File: config.mk
export PLATFORM = sky130hd
export DESIGN_NAME = mlcd_front
export DESIGN_NICKNAME = d
export VERILOG_FILES = /design/src/rtl/core/assert_macros.svh /design/src/rtl/core/mlcd_pkg.sv /design/src/rtl/core/mlcd_front.sv
export SDC_FILE = /design/constraint.sdc
export NUM_CORES = 1
export LEC_CHECK = 0
export ABC_AREA = 1
export BUFFER_PORTS_ARGS = -buffer_cell sky130_fd_sc_hd__buf_2
export CORE_AREA = 2 2 103 105
export DETAILED_ROUTE_END_ITERATION = 8
export DIE_AREA = 0 0 105 107
export HOLD_SLACK_MARGIN = 0.05
export MAX_ROUTING_LAYER = met4
export PLACE_DENSITY = 0.73
export SLEW_MARGIN = 10
export SYNTH_ARGS = -nofsm -noshare
export SYNTH_HDL_FRONTEND = slang
export SYNTH_SLANG_ARGS = --single-unit
File: constraint.sdc
create_clock -name clk -period 3.5 [get_ports clk]
set_clock_uncertainty 0.05 [all_clocks]
set_input_delay 0.175 -clock clk [delete_from_list [all_inputs] [get_ports clk]]
set_output_delay 0.175 -clock clk [all_outputs]
set_load 0.05 [all_outputs]
File: src/rtl/core/assert_macros.svh
// Assertion macros shared by the RTL files that carry checks.
`ifndef ASSERT_MACROS_SVH
`define ASSERT_MACROS_SVH

// Same-cycle implication, sampled on clk, off while rst_n is low.
`define MLCD_ASSERT_IMP(lbl, a, c) \
    lbl: assert property (@(posedge clk) disable iff (!rst_n) (a) |-> (c)) \
        else $error("check failed: lbl");

// Next-cycle implication, sampled on clk, off while rst_n is low.
`define MLCD_ASSERT_NEXT(lbl, a, c) \
    lbl: assert property (@(posedge clk) disable iff (!rst_n) (a) |=> (c)) \
        else $error("check failed: lbl");

`endif

File: src/rtl/core/mlcd_pkg.sv
// Shared constants, codes and types of the memory LCD frame controller.
`default_nettype none
package mlcd_pkg;

    localparam int PANEL_WIDTH  = 144;
    localparam int PANEL_HEIGHT = 168;
    localparam int LINE_BYTES   = (PANEL_WIDTH + 7) / 8;
    localparam int STORE_DEPTH  = PANEL_HEIGHT * LINE_BYTES;
    localparam int ADDR_W       = $clog2(STORE_DEPTH);
    localparam int COL_W        = $clog2(PANEL_WIDTH) + 1;

    localparam logic [7:0] FILL_BYTE = 8'hFF;

    typedef logic [2:0] req_t;
    localparam req_t REQ_DRAW    = 3'd0;
    localparam req_t REQ_READ    = 3'd1;
    localparam req_t REQ_WRITE   = 3'd2;
    localparam req_t REQ_CLEAR   = 3'd3;
    localparam req_t REQ_REFRESH = 3'd4;
    localparam req_t REQ_SLOT    = 3'd5;

    localparam logic [1:0] ST_DONE  = 2'd0;
    localparam logic [1:0] ST_RANGE = 2'd1;
    localparam logic [1:0] ST_BUSY  = 2'd2;

    localparam logic [2:0] CFG_ROTATION  = 3'd0;
    localparam logic [2:0] CFG_WRITE_CMD = 3'd1;
    localparam logic [2:0] CFG_CLEAR_CMD = 3'd2;
    localparam logic [2:0] CFG_VCOM_MASK = 3'd3;
    localparam logic [2:0] CFG_NOP_BYTE  = 3'd4;
    localparam logic [2:0] CFG_BIT_ORDER = 3'd5;

    typedef struct packed {
        req_t              req;
        logic              oor;
        logic              ink;
        logic [ADDR_W-1:0] addr;
        logic [2:0]        bitk;
        logic [7:0]        line;
        logic [7:0]        value;
    } item_t;

    typedef struct packed {
        logic [1:0] rotation;
        logic [7:0] write_command;
        logic [7:0] clear_command;
        logic [7:0] vcom_mask;
        logic [7:0] nop_byte;
        logic       pixel_bit_order;
    } cfg_t;

    typedef struct packed {
        logic [1:0] status;
        logic       pixel_value;
        logic       serial_valid;
        logic [7:0] serial_byte;
        logic       frame_first;
        logic       frame_last;
    } result_t;

endpackage
`default_nettype wire

File: src/rtl/core/mlcd_front.sv
// Front end: decodes each word, maps coordinates to a store address, queues it.
`default_nettype none
module mlcd_front (
    input  wire logic           clk,
    input  wire logic           rst_n,
    input  wire logic           s_tvalid,
    output logic                s_tready,
    input  wire logic [47:0]    s_tdata,   // pixel_x, pixel_y, ink, line_index, byte_index, byte_value
    input  wire logic [2:0]     s_tuser,   // req_type
    input  wire mlcd_pkg::cfg_t cfg,
    input  wire logic           clearing,
    output logic                q_valid,
    input  wire logic           q_pop,
    output mlcd_pkg::item_t     q_item
);
    import mlcd_pkg::*;

    localparam logic signed [12:0] PW_M1 = 13'(PANEL_WIDTH - 1);
    localparam logic signed [12:0] PH_M1 = 13'(PANEL_HEIGHT - 1);

    logic signed [12:0] vx, vy, vw, vh, px, py;
    logic               in_view;
    logic [7:0]         line8;
    logic [COL_W-1:0]   col;
    logic [ADDR_W-1:0]  pix_addr, byte_addr;
    logic [7:0]         li;
    logic [5:0]         bi;
    logic               wr_ok;
    item_t              item;

    item_t      ent_reg [2];
    logic       wr_reg, rd_reg;
    logic [1:0] cnt_reg;
    logic       push;

    always_comb
    begin
        vx = {s_tdata[11], s_tdata[11:0]};
        vy = {s_tdata[23], s_tdata[23:12]};
        vw = cfg.rotation[0] ? 13'(PANEL_HEIGHT) : 13'(PANEL_WIDTH);
        vh = cfg.rotation[0] ? 13'(PANEL_WIDTH) : 13'(PANEL_HEIGHT);
        in_view = !vx[12] && !vy[12] && (vx < vw) && (vy < vh);
        case (cfg.rotation)
            2'd1:
            begin
                px = PW_M1 - vy;
                py = vx;
            end
            2'd2:
            begin
                px = PW_M1 - vx;
                py = PH_M1 - vy;
            end
            2'd3:
            begin
                px = vy;
                py = PH_M1 - vx;
            end
            default:
            begin
                px = vx;
                py = vy;
            end
        endcase
        line8    = py[7:0];
        col      = px[COL_W-1:0];
        pix_addr = ADDR_W'(line8) * ADDR_W'(LINE_BYTES) + ADDR_W'(col[COL_W-1:3]);

        li        = s_tdata[32:25];
        bi        = s_tdata[38:33];
        wr_ok     = (9'(li) < 9'(PANEL_HEIGHT)) && (7'(bi) < 7'(LINE_BYTES));
        byte_addr = ADDR_W'(li) * ADDR_W'(LINE_BYTES) + ADDR_W'(bi);

        item.req   = s_tuser;
        item.ink   = s_tdata[24];
        item.value = s_tdata[46:39];
        item.bitk  = col[2:0];
        if (s_tuser == REQ_WRITE)
        begin
            item.oor  = !wr_ok;
            item.addr = byte_addr;
            item.line = li;
        end
        else
        begin
            item.oor  = !in_view;
            item.addr = pix_addr;
            item.line = line8;
        end
    end

    assign s_tready = (cnt_reg != 2'd2) && !clearing;
    assign push     = s_tvalid && s_tready;
    assign q_valid  = cnt_reg != 2'd0;
    assign q_item   = ent_reg[rd_reg];

    always_ff @(posedge clk or negedge rst_n)
    begin
        if (!rst_n)
        begin
            wr_reg  <= 1'b0;
            rd_reg  <= 1'b0;
            cnt_reg <= 2'd0;
        end
        else
        begin
            if (push)
                wr_reg <= !wr_reg;
            if (q_pop)
                rd_reg <= !rd_reg;
            cnt_reg <= cnt_reg + 2'(push) - 2'(q_pop);
        end
    end

    always_ff @(posedge clk)
    begin
        if (push)
            ent_reg[wr_reg] <= item;
    end

endmodule
`default_nettype wire

==> impl_results.html <==
<table>
<tr><th>Metric</th><th>Value</th></tr>
<tr><th colspan="2">Power</th></tr>
<tr><td>Cell area power density</td><td>634 nW/um^2</td></tr>
<tr><td>Clock network power share</td><td>18.7%</td></tr>
<tr><td>Pint</td><td>2.19 mW</td></tr>
<tr><td>Worst ir drop on vdd</td><td>0.000284 V</td></tr>
<tr><td>Share of total power in sequential cells</td><td>33.2%</td></tr>
<tr><td>Switching power of the nets</td><td>1.60 mW</td></tr>
<tr><td>Proportion of total power due to net switching</td><td>42.2%</td></tr>
<tr><td>Leakage Power</td><td>2.68 nW</td></tr>
<tr><td>Comb pwr share</td><td>48.1%</td></tr>
<tr><th colspan="2">Timing</th></tr>
<tr><td>Tmin final</td><td>3.09 ns</td></tr>
<tr><td>Final setup vio count</td><td>0</td></tr>
<tr><td>Final hold viol count</td><td>0</td></tr>
<tr><td>Worst Tran Pin Value</td><td>1.06 ns</td></tr>
<tr><td>Unrepaired setup endpoints after global routing</td><td>false</td></tr>
<tr><td>Pins Over Slew Limit</td><td>0</td></tr>
<tr><td>Crit share post-route</td><td>88.3%</td></tr>
<tr><td>Peak Freq</td><td>323 MHz</td></tr>
<tr><td>Slew headroom</td><td>29.4%</td></tr>
<tr><td>Worst hold-check slack</td><td>0.103 ns</td></tr>
<tr><td>Setup TNS</td><td>0 ns</td></tr>
<tr><td>Min setup slack post-route</td><td>0.408 ns</td></tr>
<tr><th colspan="2">Clock tree</th></tr>
<tr><td>Number of buffers inserted during clock tree synthesis</td><td>9</td></tr>
<tr><td>Buffer depth of the longest clock path</td><td>2</td></tr>
<tr><td>Clock latency of the later-clocked register in the worst-skew pair</td><td>0.34 ns</td></tr>
<tr><td>CTS Sinks</td><td>76</td></tr>
<tr><td>Clock tree from TritonCTS</td><td>done</td></tr>
<tr><td>H-tree levels</td><td>3</td></tr>
<tr><td>CTS clock-pin slew for the worst setup and hold paths</td><td>0.08 ns</td></tr>
<tr><td>Post-CTS Setup Bufs</td><td>0</td></tr>
<tr><td>CTS Root Cell</td><td>sky130_fd_sc_hd__clkbuf_8</td></tr>
<tr><th colspan="2">Setup path</th></tr>
<tr><td>Crit path arrival time</td><td>3.14 ns</td></tr>
<tr><td>Cell count of the worst reg-to-reg path</td><td>3</td></tr>
<tr><td>Highest fanout seen on the critical path</td><td>9</td></tr>
<tr><td>Launching element type of the critical path</td><td>input pin</td></tr>
<tr><td>WS Path Type</td><td>in -&gt; reg</td></tr>
<tr><td>Data required time at the worst endpoint</td><td>3.55 ns</td></tr>
<tr><td>Kind of end point of the critical path</td><td>flip-flop</td></tr>
<tr><th colspan="2">Finish</th></tr>
<tr><td>Layout Area Growth over Synthesis</td><td>20.9%</td></tr>
<tr><td>Most frequent cells in the layout</td><td>sky130_fd_sc_hd__buf_2 (94), sky130_fd_sc_hd__nand2_1 (93), sky130_fd_sc_hd__edfxtp_1 (72), sky130_fd_sc_hd__inv_1 (65), sky130_fd_sc_hd__ha_1 (37)</td></tr>
<tr><td>Inserted Diodes</td><td>0</td></tr>
<tr><td>Commonest non-fill, non-tap cell in the layout</td><td>sky130_fd_sc_hd__buf_2</td></tr>
<tr><td>Number of nets in the layout</td><td>754</td></tr>
<tr><td>Final instance area</td><td>5980 um^2</td></tr>
<tr><td>Flip-flop count of the largest register after layout</td><td>72</td></tr>
<tr><td>Ratio of cells with drive above 1 in the final layout</td><td>27.8%</td></tr>
<tr><th colspan="2">Routing</th></tr>
<tr><td>Vias per cell</td><td>5.12</td></tr>
<tr><td>Antenna Nets Post-Route</td><td>0</td></tr>
<tr><td>Drt first-iter violations</td><td>229</td></tr>
<tr><td>First-pass detailed-route iteration total</td><td>5</td></tr>
<tr><td>Count of vias placed by the detailed router</td><td>3910</td></tr>
<tr><td>Average detailed-routed wire length per instance</td><td>14.0 um</td></tr>
<tr><td>Detailed-route wire length</td><td>10700 um</td></tr>
<tr><td># DRC</td><td>0</td></tr>
<tr><th colspan="2">Global routing</th></tr>
<tr><td>Maximum number of pins on one net before global-route repair</td><td>37</td></tr>
<tr><td>Remaining global-route overflow</td><td>0</td></tr>
<tr><td>Via count of the first global-routing pass</td><td>3884</td></tr>
<tr><td>Overall global routing resource usage</td><td>20.4%</td></tr>
<tr><td>First-pass GRT wire length</td><td>17800 um</td></tr>
<tr><td>Initial antenna violation count</td><td>0</td></tr>
<tr><th colspan="2">Job</th></tr>
<tr><td>Max-Cap Viols</td><td>0</td></tr>
<tr><th colspan="2">Logic synthesis</th></tr>
<tr><td>Number of flip-flops and latches in the synthesized netlist</td><td>76</td></tr>
<tr><td>Number of warnings printed during yosys synthesis</td><td>0</td></tr>
<tr><td>Mapped Nets</td><td>633</td></tr>
<tr><td>Instance count of the mapped netlist</td><td>501</td></tr>
<tr><td>Unique masters post-synth</td><td>45</td></tr>
<tr><td>Post-synthesis instance area</td><td>4950 um^2</td></tr>
<tr><td>Sequential element share of the synthesized area</td><td>45.7%</td></tr>
<tr><td>Mean area per synthesized cell</td><td>9.87 um^2</td></tr>
<tr><th colspan="2">Die</th></tr>
<tr><td>Initial cell density of the core</td><td>49.0%</td></tr>
<tr><td>Horizontal die dimension</td><td>105 um</td></tr>
<tr><td>DIE AREA</td><td>11200 um^2</td></tr>
<tr><td>Core Area</td><td>10100 um^2</td></tr>
<tr><td>Core Rows</td><td>37</td></tr>
<tr><td>Die span in y</td><td>107 um</td></tr>
<tr><td>Boundary pin count</td><td>129</td></tr>
<tr><th colspan="2">Min path</th></tr>
<tr><td>Hold WC Path Type</td><td>in -&gt; async</td></tr>
<tr><th colspan="2">Place</th></tr>
<tr><td>Final weighted congestion of routability-driven global placement</td><td>0.836</td></tr>
<tr><td>Port buffer count</td><td>94</td></tr>
<tr><td>Post-Place Cell Area</td><td>5630 um^2</td></tr>
<tr><td>Minimum setup slack after placement</td><td>0.00672 ns</td></tr>
<tr><td>Half-perimeter wire length of the detailed placement result</td><td>8020 um</td></tr>
<tr><th colspan="2">Run status</th></tr>
<tr><td>Status</td><td>finished, final reports clean</td></tr>
</table>
cells by family after synthesis:
| family | share of synthesized area (%) |
|---|---|
| compound gates | 9.23 |
| fa+ha+maj | 11.0 |
| flops | 45.7 |
| xor+xnor | 3.72 |
| mux | 8.60 |
| buf+inv | 6.60 |
| simple gates | 15.1 |
per-stage QoR:
| stage | utilization (%) | cells | total power [mW] |
|---|---|---|---|
| 3_3_place_gp | 55.8 | 733 | 3.05 |
| 5_1_grt | 59.3 | 763 | 4.01 |
| 3_5_place_dp | 55.8 | 733 | 3.09 |
| 6_report | 59.3 | 763 | 3.79 |
| 2_1_floorplan | - | 501 | 2.68 |
| 4_1_cts | 59.3 | 763 | 3.81 |
final timing paths:
check                                     start                       end  slack, ns
setup / recovery                        cfg[33]  ent_reg[0][30]$_DFFE_PP_       0.41
hold / removal                            rst_n        rd_reg$_DFFE_PN0P_       0.10
setup reg to reg           cnt_reg[1]$_DFF_PN0_  ent_reg[1][17]$_DFFE_PP_       1.40
hold reg to reg            cnt_reg[0]$_DFF_PN0_      cnt_reg[0]$_DFF_PN0_       0.52
max in group asynchronous                 rst_n      cnt_reg[0]$_DFF_PN0_       3.16
min in group clk                    s_tdata[33]  ent_reg[1][19]$_DFFE_PP_       0.12
power groups by stage:
stage               sequential (mW)  combinational, mW  clock, mW
floorplan                      1.24               1.44          0
global placement               1.27               1.78          0
detailed placement             1.28               1.81          0
CTS                            1.26               1.84      0.717
global route                   1.27               1.97      0.760
finish                         1.26               1.82      0.708
metal layers:
layer,track usage (%),share of wire [%]
met1,24.4,44
met2,35.9,50
met3,3.59,4.8
met4,5.14,0.80
met5,-,0
what timing repair did:
item,in CTS,in global routing
hold endpoints to repair,29,0
gates resized for setup,0,0
hold buffers,14,0
synthesized netlist by cell type:
cell type                  count  area, um^2
sky130_fd_sc_hd__nand2_1      93         349
sky130_fd_sc_hd__edfxtp_1     72        2160
sky130_fd_sc_hd__inv_1        65         244
sky130_fd_sc_hd__ha_1         37         463
sky130_fd_sc_hd__mux2_2       36         405
sky130_fd_sc_hd__nor2_1       30         113
sky130_fd_sc_hd__nand3_1      28         140
sky130_fd_sc_hd__o21ai_0      26         130
sky130_fd_sc_hd__a21oi_1      20         100
sky130_fd_sc_hd__xor2_1       12         105
sky130_fd_sc_hd__o22ai_1       9        56.3
sky130_fd_sc_hd__xnor2_1       9        78.8
sky130_fd_sc_hd__clkbuf_1      5        18.8
sky130_fd_sc_hd__a221oi_1      4        35.0
sky130_fd_sc_hd__dfrtp_1       4         100
sky130_fd_sc_hd__fa_1          4        80.1
sky130_fd_sc_hd__o221ai_1      4        35.0
sky130_fd_sc_hd__buf_2         3        15.0
sky130_fd_sc_hd__buf_6         3        33.8
sky130_fd_sc_hd__nand4_1       3        18.8
sky130_fd_sc_hd__or2_2         3        18.8
sky130_fd_sc_hd__mux2i_1       2        20.0
sky130_fd_sc_hd__nand2_2       2        12.5
sky130_fd_sc_hd__nand2_4       2        22.5
sky130_fd_sc_hd__nand3b_1      2        15.0
sky130_fd_sc_hd__nor4_1        2        12.5
sky130_fd_sc_hd__o21ai_2       2        17.5
sky130_fd_sc_hd__o31ai_1       2        15.0
sky130_fd_sc_hd__a21boi_1      1        7.51
sky130_fd_sc_hd__a21o_1        1        7.51
sky130_fd_sc_hd__a221o_1       1        10.0
sky130_fd_sc_hd__a31oi_1       1        6.26
sky130_fd_sc_hd__and2_4        1        8.76
sky130_fd_sc_hd__buf_4         1        7.51
sky130_fd_sc_hd__clkinv_1      1        3.75
sky130_fd_sc_hd__inv_2         1        3.75
sky130_fd_sc_hd__nand2b_1      1        6.26
sky130_fd_sc_hd__nand3_2       1        10.0
sky130_fd_sc_hd__nor2_2        1        6.26
sky130_fd_sc_hd__nor3_1        1        5.00
sky130_fd_sc_hd__nor3_2        1        10.0
sky130_fd_sc_hd__o21a_1        1        7.51
sky130_fd_sc_hd__o21bai_1      1        7.51
sky130_fd_sc_hd__o22ai_2       1        12.5
sky130_fd_sc_hd__o32ai_1       1        8.76
critical path, cell delays in order:
cell	delay [ns]
sky130_fd_sc_hd__buf_2	0.17
sky130_fd_sc_hd__inv_1	0.17
sky130_fd_sc_hd__nand2_4	0.11
sky130_fd_sc_hd__o21ai_0	0.16
sky130_fd_sc_hd__inv_1	0.08
sky130_fd_sc_hd__ha_1	0.28
sky130_fd_sc_hd__inv_1	0.03
sky130_fd_sc_hd__nand2_1	0.05
sky130_fd_sc_hd__o21ai_0	0.07
sky130_fd_sc_hd__a21oi_1	0.25
sky130_fd_sc_hd__inv_1	0.11
sky130_fd_sc_hd__fa_1	0.43
sky130_fd_sc_hd__o21ai_0	0.23
sky130_fd_sc_hd__nand2_1	0.10
sky130_fd_sc_hd__nand2_1	0.09
sky130_fd_sc_hd__nand3_1	0.09
sky130_fd_sc_hd__nor2_1	0.17
sky130_fd_sc_hd__inv_1	0.07
sky130_fd_sc_hd__nor2_1	0.10
sky130_fd_sc_hd__nand2_1	0.06
sky130_fd_sc_hd__nand3_1	0.06
sky130_fd_sc_hd__nand2_1	0.08
final cells by class:
class                           instances  area, um^2
Clock inverter                          4        73.8
Fill cell                             842        4110
Timing Repair Buffer                  122         716
Multi-Input combinational cell        346        2370
Inverter                               67         251
Tap cell                              136         170
Sequential cell                        76        2260
Clock buffer                           12         135
(Power assumes the default switching activity.)
